$ cat src/rtl/htfd_pkg.sv
// shared types, constants and the crc step of the frame decoder
package htfd_pkg;

  localparam logic [7:0] CrcPoly = 8'h31;
  localparam logic [7:0] CrcInit = 8'hFF;

  // scaling constants, exact integer form of the conversion formulas
  localparam logic [30:0] TempSpan   = 31'd17500;
  localparam logic [31:0] TempOffset = 32'd294907500;  // 4500 * 65535
  localparam logic [29:0] HumSpan    = 30'd10000;
  localparam logic [16:0] FullScale  = 17'd65535;
  localparam logic [16:0] FullScale2 = 17'd131070;
  localparam logic [26:0] Recip100   = 27'd5243;       // 2^19 / 100, rounded up
  localparam int unsigned Recip100Shift = 19;
  localparam logic [6:0]  Hundred    = 7'd100;

  localparam int unsigned QueueDepth = 2;
  localparam int unsigned QueuePtrW  = $clog2(QueueDepth);
  localparam int unsigned QueueCntW  = $clog2(QueueDepth + 1);

  typedef struct packed {
    logic        crc_ok;
    logic [15:0] temp_word;
    logic [15:0] hum_word;
  } htfd_job_t;

  function automatic logic [7:0] crc8_update(logic [7:0] crc, logic [7:0] b);
    logic [7:0] c;
    c = crc ^ b;
    for (int k = 0; k < 8; k++) begin
      if (c[7]) begin
        c = {c[6:0], 1'b0} ^ CrcPoly;
      end else begin
        c = {c[6:0], 1'b0};
      end
    end
    return c;
  endfunction

endpackage

$ cat src/rtl/htfd_byte_if.sv
// request channel carrying one received frame byte
interface htfd_byte_if;
  logic       valid;
  logic       ready;
  logic [7:0] data_byte;
  logic       frame_start;

  modport source(output valid, output data_byte, output frame_start, input ready);
  modport sink(input valid, input data_byte, input frame_start, output ready);
endinterface

$ cat src/rtl/htfd_result_if.sv
// request channel carrying one decoded measurement
interface htfd_result_if;
  logic              valid;
  logic              ready;
  logic              crc_ok;
  logic signed [8:0] temp_whole;
  logic [6:0]        temp_frac;
  logic [6:0]        hum_whole;
  logic [6:0]        hum_frac;

  modport source(output valid, output crc_ok, output temp_whole, output temp_frac,
                 output hum_whole, output hum_frac, input ready);
  modport sink(input valid, input crc_ok, input temp_whole, input temp_frac,
               input hum_whole, input hum_frac, output ready);
endinterface

$ cat src/rtl/htfd_front.sv
// frame parser: byte position, crc check and raw word assembly
module htfd_front (
  input  logic                clk,
  input  logic                rst,
  htfd_byte_if.sink           frame_bytes,
  output logic                job_push,
  output htfd_pkg::htfd_job_t job,
  input  logic                job_ready
);

  typedef enum logic [2:0] {
    POS_TEMP_MSB,
    POS_TEMP_LSB,
    POS_TEMP_CRC,
    POS_HUM_MSB,
    POS_HUM_LSB,
    POS_HUM_CRC
  } pos_t;

  pos_t        pos, pos_next, pos_eff;
  logic [7:0]  crc, crc_next, crc_eff;
  logic [15:0] temp_word, temp_word_next;
  logic [15:0] hum_word, hum_word_next;
  logic        temp_pass, temp_pass_next;
  logic        accept;
  logic [7:0]  b;

  assign frame_bytes.ready = job_ready;
  assign accept = frame_bytes.valid && frame_bytes.ready;
  assign b      = frame_bytes.data_byte;

  always_comb begin
    // a start mark or a stray position restarts the frame
    if (frame_bytes.frame_start || (pos > POS_HUM_CRC)) begin
      pos_eff = POS_TEMP_MSB;
      crc_eff = htfd_pkg::CrcInit;
    end else begin
      pos_eff = pos;
      crc_eff = crc;
    end

    pos_next       = pos;
    crc_next       = crc;
    temp_word_next = temp_word;
    hum_word_next  = hum_word;
    temp_pass_next = temp_pass;
    job_push       = 1'b0;

    if (accept) begin
      case (pos_eff)
        POS_TEMP_MSB: begin
          crc_next       = htfd_pkg::crc8_update(crc_eff, b);
          temp_word_next = {b, temp_word[7:0]};
          pos_next       = POS_TEMP_LSB;
        end
        POS_TEMP_LSB: begin
          crc_next       = htfd_pkg::crc8_update(crc_eff, b);
          temp_word_next = {temp_word[15:8], b};
          pos_next       = POS_TEMP_CRC;
        end
        POS_TEMP_CRC: begin
          temp_pass_next = (crc_eff == b);
          crc_next       = htfd_pkg::CrcInit;
          pos_next       = POS_HUM_MSB;
        end
        POS_HUM_MSB: begin
          crc_next      = htfd_pkg::crc8_update(crc_eff, b);
          hum_word_next = {b, hum_word[7:0]};
          pos_next      = POS_HUM_LSB;
        end
        POS_HUM_LSB: begin
          crc_next      = htfd_pkg::crc8_update(crc_eff, b);
          hum_word_next = {hum_word[15:8], b};
          pos_next      = POS_HUM_CRC;
        end
        default: begin
          job_push = 1'b1;
          crc_next = htfd_pkg::CrcInit;
          pos_next = POS_TEMP_MSB;
        end
      endcase
    end

    job.crc_ok    = temp_pass && (crc_eff == b);
    job.temp_word = temp_word;
    job.hum_word  = hum_word;
  end

  always_ff @(posedge clk) begin
    if (rst) begin
      pos       <= POS_TEMP_MSB;
      crc       <= htfd_pkg::CrcInit;
      temp_word <= '0;
      hum_word  <= '0;
      temp_pass <= 1'b0;
    end else begin
      pos       <= pos_next;
      crc       <= crc_next;
      temp_word <= temp_word_next;
      hum_word  <= hum_word_next;
      temp_pass <= temp_pass_next;
    end
  end

endmodule

$ cat src/rtl/htfd_queue.sv
// short fifo of completed frames between parser and converter
module htfd_queue (
  input  logic                clk,
  input  logic                rst,
  input  logic                push,
  input  htfd_pkg::htfd_job_t push_job,
  output logic                not_full,
  input  logic                pop,
  output logic                head_valid,
  output htfd_pkg::htfd_job_t head_job
);

  htfd_pkg::htfd_job_t                  slots [htfd_pkg::QueueDepth];
  logic [htfd_pkg::QueuePtrW-1:0]       wr_ptr, rd_ptr;
  logic [htfd_pkg::QueueCntW-1:0]       count;
  logic                                 do_push, do_pop;

  assign not_full   = (count != htfd_pkg::QueueCntW'(htfd_pkg::QueueDepth));
  assign head_valid = (count != '0);
  assign head_job   = slots[rd_ptr];
  assign do_push    = push && not_full;
  assign do_pop     = pop && head_valid;

  always_ff @(posedge clk) begin
    if (do_push) begin
      slots[wr_ptr] <= push_job;
    end
  end

  always_ff @(posedge clk) begin
    if (rst) begin
      wr_ptr <= '0;
      rd_ptr <= '0;
      count  <= '0;
    end else begin
      if (do_push) begin
        wr_ptr <= (wr_ptr == htfd_pkg::QueuePtrW'(htfd_pkg::QueueDepth - 1)) ? '0 : wr_ptr + 1'b1;
      end
      if (do_pop) begin
        rd_ptr <= (rd_ptr == htfd_pkg::QueuePtrW'(htfd_pkg::QueueDepth - 1)) ? '0 : rd_ptr + 1'b1;
      end
      case ({do_push, do_pop})
        2'b10:   count <= count + 1'b1;
        2'b01:   count <= count - 1'b1;
        default: count <= count;
      endcase
    end
  end

endmodule

$ cat src/rtl/htfd_back.sv
// conversion pipeline: raw words to hundredths, split into whole and fraction
module htfd_back (
  input  logic                clk,
  input  logic                rst,
  input  logic                head_valid,
  input  htfd_pkg::htfd_job_t head_job,
  output logic                pop,
  htfd_result_if.source       readings
);

  // floor(x / 65535): x = a*65536 + b = a*65535 + (a + b), and a + b < 2*65535 + 2
  function automatic logic [13:0] div_full_scale(logic [29:0] x);
    logic [16:0] s;
    logic [14:0] q;
    s = {3'b0, x[29:16]} + {1'b0, x[15:0]};
    q = {1'b0, x[29:16]} + ((s >= htfd_pkg::FullScale)  ? 15'd1 : 15'd0)
                         + ((s >= htfd_pkg::FullScale2) ? 15'd1 : 15'd0);
    return q[13:0];
  endfunction

  logic        en;

  logic        s1_v, s2_v, s3_v, s4_v;
  logic        s1_ok, s2_ok, s3_ok, s4_ok;
  logic [30:0] s1_pt;
  logic [29:0] s1_ph, s2_ph;
  logic        s2_neg, s3_neg, s4_neg;
  logic [29:0] s2_mag;
  logic [13:0] s3_tm, s3_h, s4_tm, s4_h;
  logic [7:0]  s4_qt, s4_qh;

  logic [31:0] diff;
  logic [31:0] diff_abs;
  logic [26:0] prod_t, prod_h;
  logic [13:0] rem_t, rem_h;
  logic signed [8:0] whole_t;

  // the whole pipe moves together; frames are at least six bytes apart
  assign en  = !readings.valid || readings.ready;
  assign pop = en && head_valid;

  assign diff     = {1'b0, s1_pt} - htfd_pkg::TempOffset;
  assign diff_abs = diff[31] ? (~diff + 32'd1) : diff;

  assign prod_t = {13'b0, s3_tm} * htfd_pkg::Recip100;
  assign prod_h = {13'b0, s3_h} * htfd_pkg::Recip100;

  assign rem_t   = s4_tm - 14'({7'b0, s4_qt} * {8'b0, htfd_pkg::Hundred});
  assign rem_h   = s4_h - 14'({7'b0, s4_qh} * {8'b0, htfd_pkg::Hundred});
  assign whole_t = s4_neg ? -$signed({1'b0, s4_qt}) : $signed({1'b0, s4_qt});

  always_ff @(posedge clk) begin
    if (en) begin
      s1_ok <= head_job.crc_ok;
      s1_pt <= htfd_pkg::TempSpan * {15'b0, head_job.temp_word};
      s1_ph <= htfd_pkg::HumSpan * {14'b0, head_job.hum_word};

      s2_ok  <= s1_ok;
      s2_neg <= diff[31];
      s2_mag <= diff_abs[29:0];
      s2_ph  <= s1_ph;

      s3_ok  <= s2_ok;
      s3_neg <= s2_neg;
      s3_tm  <= div_full_scale(s2_mag);
      s3_h   <= div_full_scale(s2_ph);

      s4_ok  <= s3_ok;
      s4_neg <= s3_neg;
      s4_tm  <= s3_tm;
      s4_h   <= s3_h;
      s4_qt  <= prod_t[htfd_pkg::Recip100Shift +: 8];
      s4_qh  <= prod_h[htfd_pkg::Recip100Shift +: 8];

      readings.crc_ok     <= s4_ok;
      readings.temp_whole <= whole_t;
      readings.temp_frac  <= rem_t[6:0];
      readings.hum_whole  <= s4_qh[6:0];
      readings.hum_frac   <= rem_h[6:0];
    end
  end

  always_ff @(posedge clk) begin
    if (rst) begin
      s1_v           <= 1'b0;
      s2_v           <= 1'b0;
      s3_v           <= 1'b0;
      s4_v           <= 1'b0;
      readings.valid <= 1'b0;
    end else if (en) begin
      s1_v           <= head_valid;
      s2_v           <= s1_v;
      s3_v           <= s2_v;
      s4_v           <= s3_v;
      readings.valid <= s4_v;
    end
  end

endmodule

$ cat src/rtl/humidity_temperature_frame_decoder_core.sv
// The decoder takes one frame byte per cycle on frame_bytes (temperature MSB,
// LSB, CRC, then humidity MSB, LSB, CRC) and gives one measurement on readings
// for each completed frame. The parser checks the CRC-8 of each word as bytes
// arrive; a two-entry frame queue hands finished frames to a five-stage
// conversion pipeline ending in the output register. Bytes are taken every
// cycle while the queue has room, so input stalls only when the output has
// been held back long enough to fill the queue.
module humidity_temperature_frame_decoder_core (
  input  logic          clk,
  input  logic          rst,
  htfd_byte_if.sink     frame_bytes,
  htfd_result_if.source readings
);

  logic                job_push;
  htfd_pkg::htfd_job_t job;
  logic                q_not_full;
  logic                q_pop;
  logic                q_head_valid;
  htfd_pkg::htfd_job_t q_head_job;

  htfd_front u_front (
    .clk        (clk),
    .rst        (rst),
    .frame_bytes(frame_bytes),
    .job_push   (job_push),
    .job        (job),
    .job_ready  (q_not_full)
  );

  htfd_queue u_queue (
    .clk       (clk),
    .rst       (rst),
    .push      (job_push),
    .push_job  (job),
    .not_full  (q_not_full),
    .pop       (q_pop),
    .head_valid(q_head_valid),
    .head_job  (q_head_job)
  );

  htfd_back u_back (
    .clk       (clk),
    .rst       (rst),
    .head_valid(q_head_valid),
    .head_job  (q_head_job),
    .pop       (q_pop),
    .readings  (readings)
  );

endmodule

$ cat src/flat_wrapper.sv
// flat-port wrapper written by rule: the top's interface ports become plain ports
module humidity_temperature_frame_decoder_core_flat 
  (clk, rst, frame_bytes_valid, frame_bytes_data_byte, frame_bytes_frame_start, frame_bytes_ready, readings_valid, readings_crc_ok, readings_temp_whole, readings_temp_frac, readings_hum_whole, readings_hum_frac, readings_ready);
  htfd_byte_if frame_bytes_i ();
  htfd_result_if readings_i ();
  input  logic clk;
  input  logic rst;
  input wire logic [$bits(frame_bytes_i.valid)-1:0] frame_bytes_valid;
  input wire logic [$bits(frame_bytes_i.data_byte)-1:0] frame_bytes_data_byte;
  input wire logic [$bits(frame_bytes_i.frame_start)-1:0] frame_bytes_frame_start;
  output wire logic [$bits(frame_bytes_i.ready)-1:0] frame_bytes_ready;
  output wire logic [$bits(readings_i.valid)-1:0] readings_valid;
  output wire logic [$bits(readings_i.crc_ok)-1:0] readings_crc_ok;
  output wire logic [$bits(readings_i.temp_whole)-1:0] readings_temp_whole;
  output wire logic [$bits(readings_i.temp_frac)-1:0] readings_temp_frac;
  output wire logic [$bits(readings_i.hum_whole)-1:0] readings_hum_whole;
  output wire logic [$bits(readings_i.hum_frac)-1:0] readings_hum_frac;
  input wire logic [$bits(readings_i.ready)-1:0] readings_ready;
  assign frame_bytes_i.valid = frame_bytes_valid;
  assign frame_bytes_i.data_byte = frame_bytes_data_byte;
  assign frame_bytes_i.frame_start = frame_bytes_frame_start;
  assign frame_bytes_ready = frame_bytes_i.ready;
  assign readings_valid = readings_i.valid;
  assign readings_crc_ok = readings_i.crc_ok;
  assign readings_temp_whole = readings_i.temp_whole;
  assign readings_temp_frac = readings_i.temp_frac;
  assign readings_hum_whole = readings_i.hum_whole;
  assign readings_hum_frac = readings_i.hum_frac;
  assign readings_i.ready = readings_ready;
  humidity_temperature_frame_decoder_core u_core (.clk(clk), .rst(rst), .frame_bytes(frame_bytes_i), .readings(readings_i));
endmodule
$ cat config.mk
export PLATFORM = sky130hd
export DESIGN_NAME = humidity_temperature_frame_decoder_core_flat
export DESIGN_NICKNAME = d
export VERILOG_FILES = /design/src/rtl/htfd_pkg.sv /design/src/rtl/htfd_byte_if.sv /design/src/rtl/htfd_result_if.sv /design/src/rtl/htfd_front.sv /design/src/rtl/htfd_queue.sv /design/src/rtl/htfd_back.sv /design/src/rtl/humidity_temperature_frame_decoder_core.sv /design/src/flat_wrapper.sv
export SDC_FILE = /design/constraint.sdc
export NUM_CORES = 1
export LEC_CHECK = 0
export BUFFER_PORTS_ARGS = -buffer_cell sky130_fd_sc_hd__buf_2
export CAP_MARGIN = 20
export CORE_UTILIZATION = 50
export DETAILED_ROUTE_END_ITERATION = 8
export GPL_ROUTABILITY_DRIVEN = 0
export HOLD_SLACK_MARGIN = 0.02
export PLACE_DENSITY_LB_ADDON = 0.08
export SLEW_MARGIN = 20
export SYNTH_ARGS = -nofsm -noshare
export SYNTH_HDL_FRONTEND = slang
export SYNTH_SLANG_ARGS = --single-unit
export TNS_END_PERCENT = 100
$ cat constraint.sdc
create_clock -name clk -period 8.57 [get_ports clk]
set_input_delay 1.714 -clock clk [delete_from_list [all_inputs] [get_ports clk]]
set_output_delay 1.714 -clock clk [all_outputs]
set_load 0.01 [all_outputs]
# Word-level counts from Yosys, hierarchy flattened
# Memories as Yosys holds them, arrays and structs flattened. A register that Yosys moved wholly into a read port is not among the register bits.
# Index checks and enable logic that the tools add are counted.
[word_totals]
reg_bits = 260
latchBits = 0
mem_bits_rw = 66
rom_bits = 0
in_bits = 13
output_inout_bits = 33
word_cells = 231
memories = 1
[memory_table]
columns = ["name", "depth", "word_bits", "read_ports", "rd_ports_with_merged_regs", "write_ports", "line", "rtl"]
rows = [
  ["u_core.u_queue.slots", 2, 33, 1, 1, 1, "htfd_queue.sv:13", "htfd_pkg::htfd_job_t slots [htfd_pkg::QueueDepth];"],
]
[op_classes]
add_sub_neg = 15
mul = 6
div_mod_pow = 0
magnitude_cmp = 5
eq_ne = 8
shifts = 0
n_mux = 106
n_bitwise = 35
reduce_logical = 17
[op_table]
columns = ["operator", "count"]
rows = [
  ["8-bit 2-to-1 mux", 58],
  ["6-bit 2-to-1 mux", 29],
  ["3-bit NOT", 29],
  ["16-bit case mux with 2 select lines", 2],
  ["14-bit by 1-bit adder with 14-bit output", 4],
  ["14-bit by 13-bit multiplier with 27-bit output, second input constant", 2],
  ["14-bit by 16-bit adder with 17-bit output", 2],
  ["17-bit by 16-bit greater-or-equal comparator with 1-bit output, second input constant", 2],
  ["17-bit greater-or-equal comparator, second input constant", 2],
  ["8-bit case mux with 4 select lines", 1],
  ["31-bit by 29-bit subtractor with 32-bit output, second input constant", 1],
  ["30-bit by 1-bit adder with 30-bit output, second input constant", 1],
  ["30-bit 2-to-1 mux", 1],
  ["30-bit NOT", 1],
  ["13-bit by 16-bit multiplier with 29-bit output, first input constant", 1],
  ["10-bit by 16-bit multiplier with 26-bit output, first input constant", 1],
  ["8-bit by 5-bit multiplier with 5-bit output, second input constant", 2],
  ["3-bit case mux with 5 select lines", 1],
  ["7-bit subtractor", 2],
  ["1-bit 2-to-1 mux", 12],
  ["3-bit AND reduction", 4],
  ["8-bit negation with 9-bit output", 1],
  ["8-bit == test", 1],
  ["8-bit bitwise XOR", 1],
  ["20 further kinds", 31],
]

# Logic depth before layout (Yosys ltp)
# Gate-level depths: netlist of the first run.
[depth]
word_depth = 35
depth_mapped = 24

# Cells and area by module
# Synthesis of the first run repeated with hierarchy kept, for this count alone.
[unflattened]
cells_unflattened = 2398
hier_area_um2 = 26773.2
[by_module_without_submodules]
columns = ["mod", "n_inst", "cells_per_inst", "area_each_um2", "seq_area_each_um2"]
rows = [
  ["htfd_back", 1, 2047, 22083.7, 6226.0],
  ["htfd_queue", 1, 127, 2596.2, 2082.0],
  ["htfd_front", 1, 224, 2093.3, 880.8],
]

# Worst setup path before layout of the first run
# Ideal clock, no wire load.
[synth_path]
path_type = "input port to flip-flop"
start = "input port readings_ready"
end = "register u_core.u_queue.count[1] (netlist name)"
arrival_time_ns = 7.686
t_required_ns = 8.500
path_slack_ns = 0.814
stages = 7
cell_sequence = "nor2b_1 > inv_1 > o21ai_0 > inv_1 > ha_1 > or3_1 > a21oi_1"
[synth_via]
elab_chain_len = 5
elab_cells_between_ends = 7
cone_classes = "eq/ne (2); mux (1); reduce/logical (4)"
[synth_rtl]
columns = ["item", "line", "rtl"]
rows = [
  ["start, declared", "flat_wrapper.sv:18", "input wire logic [$bits(readings_i.ready)-1:0] readings_ready;"],
  ["1-bit logical OR *", "htfd_back.sv:39", "assign en = !readings.valid || readings.ready;"],
  ["1-bit logical AND *", "htfd_back.sv:40", "assign pop = en && head_valid;"],
  ["1-bit logical AND *", "htfd_queue.sv:22", "assign do_pop = pop && head_valid;"],
  ["named net u_core.u_queue.do_pop", "htfd_queue.sv:16", "logic do_push, do_pop;"],
  ["2-bit by 1-bit == test with 1-bit output / 2-bit == test (equally long branches)", "htfd_queue.sv:42", "case ({do_push, do_pop})"],
  ["2-bit case mux with 2 select lines / 2-bit nonzero test (equally long branches)", "-", ""],
  ["end signal, assigned", "htfd_queue.sv:43", "2'b10: count <= count + 1'b1;"],
  ["end signal, assigned", "htfd_queue.sv:44", "2'b01: count <= count - 1'b1;"],
  ["end signal, assigned", "htfd_queue.sv:45", "default: count <= count;"],
  ["end, declared", "htfd_queue.sv:15", "logic [htfd_pkg::QueueCntW-1:0] count;"],
]
# The timed path passes the listed nets; every way through them passes the cells marked *.
# A chain may end at the register's enable or synchronous reset.

==> results of run 1 <==
worst paths after layout:
check	from	end	slack, ns	cells after the start
worst max-delay path	flop	u_core.u_back.s1_ph[29]	2.33	19
worst min-delay path	u_core.u_back.s1_ph[28]	u_core.u_back.s2_ph[28]	0.42	0
worst min register to register	u_core.u_back.s1_ph[28]	u_core.u_back.s2_ph[28]	0.42	0
worst max register to register	flop	u_core.u_back.s1_ph[29]	2.33	19
through the flow:
step | utilization (%) | worst slack [ns] | cells | hold slack (ns)
2_1_floorplan | - | 0.8138 | 2313 | 0.4003
3_3_place_gp | 52.60 | 2.399 | 3012 | 0.4022
3_5_place_dp | 52.60 | 2.260 | 3012 | 0.4045
4_1_cts | 54.89 | 2.258 | 3081 | 0.4130
5_1_grt | 54.89 | 1.872 | 3081 | 0.4213
6_report | 54.89 | 2.328 | 3081 | 0.4160
routing by layer:
metal  GRT usage (%)  share of wire (%)
met4           5.712                2.4
met2           32.51                 50
met5               0                  0
met3           2.133                2.2
met1           22.25                 45
registers in the layout, indices dropped and copies added, names as in the netlist, 9 cells and up, named ones only:
signal	cells
u_core.u_back.s1_ph	26
u_core.u_back.readings.temp_whole	9
u_core.u_back.s1_pt	29
u_core.u_front.temp_word	16
u_core.u_back.s3_h	14
u_core.u_back.s2_mag	28
u_core.u_back.s2_ph	26
u_core.u_back.s3_tm	14
u_core.u_queue.slots	66
u_core.u_front.hum_word	16
cells by family (layout without fill, tap and decap cells):
logic type      after synthesis  count (layout)  synth area share (%)
fa+ha+maj                   606             606                 35.20
buf+inv                     509             597                 7.400
simple gates                338             338                 6.242
flops                       324             324                 35.29
compound gates              282             282                 7.020
xor+xnor                    187             187                 6.290
mux                          65              65                 2.542
other cells                   1               2               0.01440
cell type report:
cell class                 count  area, um2  share of cell area (%)
multi-input combinational   1480      14930                   52.92
sequential                   324       9190                   32.57
inverter                     477       1798                   6.372
clock buffer                  54       1062                   3.764
tap                          680      850.8                   3.015
timing repair buffer          51      270.3                  0.9577
clock inverter                15      115.1                  0.4079
placed cells by master (no fill, tap or decap), types with 8 or more instances in the layout:
cell type    n
xnor2_1    133
a21oi_1     90
dfxtp_1     53
or3_1        8
o21a_1      15
xor2_1      54
mux2_2       9
o21ai_0     51
nor2_1     115
clkbuf_1    12
o21bai_1    10
nand3_1     29
o31ai_1     10
mux2i_1     56
clkbuf_16   39
nand4_1      9
fa_1       211
nor2b_1     14
ha_1       395
inv_1      475
nand2_1     75
a21o_1      38
nand2b_1    17
a31oi_1     14
nor3_1      19
edfxtp_1   270
buf_2       45
a211o_1     10
and3_1      16
==> out/qor.yml, run 1 <==
post-cts-setup-buffers: 0
period_share_pct: 72.84
synth-main-ff-cell: "edfxtp_1"
fillers: 4443
rsz0062_at_grt: "no"
max-slew-margin-rel_pct: 32.17
crit_arrival_ns: 6.52
cp_cell_sequence: "buf_4 > mux2i_1 > inv_1 > fa_1 > ha_1 > fa_1 > ha_1 > inv_1 > fa_1 > inv_1 > ha_1 > and3_1 > and3_1 > a221oi_1 > a21oi_1 > a21o_1 > a21oi_1 > o31ai_1 > xor2_1"
grt_start_max_net_pins: 102
fmax_mhz: 160.2
drc: 0
start_kind: "flop"
yosys-top-cells-count: "inv_1 (476), ha_1 (395), edfxtp_1 (270)"
vias: 15460
ys_top_cells_by_area: "edfxtp_1 (31%), ha_1 (19%), fa_1 (16%)"
crit_family: "adder cells"
synth_top_area_cell: "edfxtp_1"
drv_cap: 0
core.rowCount: 83
cp_slowest_cell: "dfxtp_2"
path_clk_slew_ns: 0.05
endpoint_kind: "flop"
wire_per_inst_um: 14.73
cts_max_path_buffers: 3
grt_pass1_wl_um: 77310
syn-cell-area_um2: 26040
synth.most_common_cell: "inv_1"
postCtsHoldBufs: 0
routed_wl_um: 45390
async_flop_share_pct: 0
avgSynthCellArea_um2: 11.26
finalMaxSlewViolations: 0
drt.antenna.violating_nets: 0
drtPass1Iterations: 7
design_area_um2: 28220
path_buf_inv: 4
die_h_um: 230.2
die_w_um: 230.2
grt-ovfl-total: 0
fin_crit_ns: 6.242
initial_core_util_pct: 50.65
postCtsResizedCells: 0
status: "complete, no violations"
tritoncts: "yes"
io-pin-count: 46
cts_sinks: 324
final_net_count: 2991
seq_area_frac_synth_pct: 35.29
hold_viol: 0
ys_ff_latch: 324
dieArea_um2: 52990
portBuffers: 45
yosys_warnings: 0
path_class: "reg -> reg"
grt_pass1_vias: 16130
synth_edf_count: 270
hold_class: "reg -> reg"
synth_top_area_share_pct: 31.14
antenna_found_initial: 0
antenna_cells: 0
clk_latency_ns: 0.55
htree_levels: 2
cts_buffers: 38
tns_ns: 0
dpl.hpwl_um: 36730
dpl_cell_area_um2: 27040
root_buffer: "clkbuf_16"
worst_clock_skew_ns: 0.01491
worstPathRequired_ns: 8.85
grt_util_all_layers_pct: 17.99
max_stage_delay_ns: 0.80
syn_inst: 2312
syn_to_final_growth_pct: 8.371
setup_viol: 0
coreArea_um2: 51410
critPathMaxFanout: 25
yosys.cell_types.count: 71
drt-initial-drc-count: 668
routed_via_density: 5.018
drive_gt1_share_pct: 5.706
tightestPinTransition_ns: 1.011
Power of run 1 is left out: the tool's default activity adds up to more than one toggle a clock period on the data nets, which glitch-free logic cannot reach.
==> run 2: changes to the inputs <==
- ABC_AREA: unset -> 1
- clock period: 8.57 -> 5.4 ns (I/O delays scaled with it)
==> run 2 against run 1 <==
  * Final area is 7.1% higher
  * Maximum frequency grew 24%
  * Flip-flop and latch count is the same
  * Critical path depth grew 1
  * First-iteration DRC count rose by 33%
  * Non-clock buffer count up 14
  * Via count is 21% higher
  * Final cell count increased by 22%
  * Synthesized cell count is 26% higher
  * Die area rose by 6.6%
  * Highest routed layer unchanged
==> out/qor.yml, run 2 <==
reg.largest.list: "u_core.u_queue.slots x66, u_core.u_back.s1_pt x29, u_core.u_back.s2_mag x28"
multi_input_area_um2: 16060
tritoncts: "yes"
antenna_found_initial: 0
synth_top_area_cell: "edfxtp_1"
top_register: "u_core.u_queue.slots"
clk_latency_ns: 0.56
crit_family: "adder cells"
endpoint_kind: "flop"
synth_top_area_share_pct: 29.20
async_flop_share_pct: 0
coreArea_um2: 54350
synth_edf_count: 270
fmax_mhz: 198.3
grt_pass1_wl_um: 91690
dpl.hpwl_um: 43760
rsz0062_at_grt: "no"
die_w_um: 237.6
grt-ovfl-total: 0
worstPathRequired_ns: 5.71
synth.most_common_cell: "inv_1"
placedCellCount: 3690
final_net_count: 3610
grt_pass1_vias: 19670
portBuffers: 45
ys_ff_latch: 324
path_buf_inv: 4
routed_wl_um: 53620
drt.antenna.violating_nets: 0
path_clk_slew_ns: 0.06
finalMaxSlewViolations: 0
cts_max_path_buffers: 3
cp_slowest_cell: "fa_1"
critPathMaxFanout: 33
seq_area_um2: 9193
drt-initial-drc-count: 889
stdcell_count: 3757
yosys.cell_types.count: 55
avgSynthCellArea_um2: 9.553
fillers: 4821
hold_class: "reg -> reg"
path_class: "reg -> reg"
worst_clock_skew_ns: 0.02736
root_buffer: "clkbuf_16"
max-slew-margin-rel_pct: 43.73
yosys_warnings: 0
cts_sinks: 324
syn_inst: 2906
mostFrequentLayoutCells: "inv_1 (636), ha_1 (395), nand2_1 (378), edfxtp_1 (270), fa_1 (211)"
pre_cts_ws_ns: -0.1409
core.rowCount: 85
vias: 18690
reg2reg_setup_slack_ns: 0.36
largest_reg_flops: 66
start_kind: "flop"
antenna_cells: 0
period_share_pct: 93.38
drc: 0
crit_arrival_ns: 5.35
initial_core_util_pct: 51.08
drtPass1Iterations: 5
cp_cell_sequence: "buf_8 > o21ai_0 > inv_1 > fa_1 > ha_1 > fa_1 > ha_1 > inv_1 > fa_1 > inv_1 > ha_1 > nand2_1 > nor2_1 > o21ai_0 > o211ai_1 > nor2_2 > o21bai_1 > nand2_1 > nand2_1 > xor2_1"
hold_viol: 0
timing.final.ws_setup_ns: 0.3573
io-pin-count: 46
die_h_um: 237.6
yosys-top-cells-count: "inv_1 (638), ha_1 (395), nand2_1 (378)"
syn_to_final_growth_pct: 8.883
status: "complete, no violations"
drive_gt1_share_pct: 6.660
max_stage_delay_ns: 0.52
drv_cap: 0
grt_start_max_net_pins: 168
synth-main-ff-cell: "edfxtp_1"
grt_util_all_layers_pct: 19.86
htree_levels: 2
ys_top_cells_by_area: "edfxtp_1 (29%), ha_1 (18%), fa_1 (15%)"
final_common_cell: "inv_1"
tightestPinTransition_ns: 0.8441
seq_area_frac_synth_pct: 33.10
cts_buffers: 37
routed_via_density: 4.975
syn-cell-area_um2: 27760
whs_ns: 0.4015
setup_viol: 0
fin_crit_ns: 5.043
wire_per_inst_um: 14.27
dieArea_um2: 56470
## run 2: changes by cell type in the layout (fill, tap and decap cells not counted), moves of 31 or more
cell	change
xor2_1	+47
a21oi_1	+83
mux2i_1	-56
nor2_1	+58
nand3_1	+76
inv_1	+161
o21ai_0	+61
a21o_1	-31
nand2_1	+303
xnor2_1	-77
## run 2: through the flow
step | instance area, um2 | util, % | TNS (ns)
5_1_grt | 30230 | 55.62 | 0
6_report | 30230 | 55.62 | 0
3_5_place_dp | 28990 | 53.33 | -0.2185
2_1_floorplan | 27770 | - | 0
4_1_cts | 30180 | 55.53 | 0
3_3_place_gp | 28990 | 53.33 | -0.009087
## run 2: path summary, 6_finish.rpt
check,startpoint,end,cells after the start
worst max register to register,flop,u_core.u_back.s1_ph[25],20
worst max-delay path,flop,u_core.u_back.s1_ph[25],20
worst min-delay path,u_core.u_back.s1_ph[4],u_core.u_back.s2_ph[4],0
worst min register to register,u_core.u_back.s1_ph[4],u_core.u_back.s2_ph[4],0
## run 2: repair_timing
action,CTS,global route
gates resized for setup,2,19
endpoints found under the setup margin,3,9
hold buffers,0,0
setup buffers,0,1
## run 2: per-layer routing
layer | part of all wire (%) | vias to the layer above | wire length [um] | GRT usage [%]
met5 | 0 | - | 0 | 0
met4 | 2.8 | 0 | 1501 | 6.667
met3 | 2.6 | 100 | 1368 | 2.392
met2 | 51 | 256 | 27260 | 36.78
met1 | 44 | 8758 | 23490 | 23.69
li1 | - | 9578 | - | -
## run 2: cells by family after synthesis
family | after synthesis | synth area share, %
and+or+nand+nor | 774 | 12.19
buffers and inverters | 674 | 9.190
xor gates and xnor gates | 160 | 5.129
AOI/OAI and AO/OA | 358 | 6.999
adders and majority gates | 606 | 33.02
muxes | 9 | 0.3651
DFF | 324 | 33.10
other | 1 | 0.01351
## run 2: cell type report
cell class | instances | share of cell area [%]
Sequential cell | 324 | 30.41
Inverter | 654 | 8.138
Tap cell | 739 | 3.059
Clock buffer | 44 | 3.150
Clock inverter | 22 | 0.7947
Multi-Input combinational cell | 1909 | 53.14
Timing Repair Buffer | 65 | 1.308
Power of run 2 is left out for the same reason.
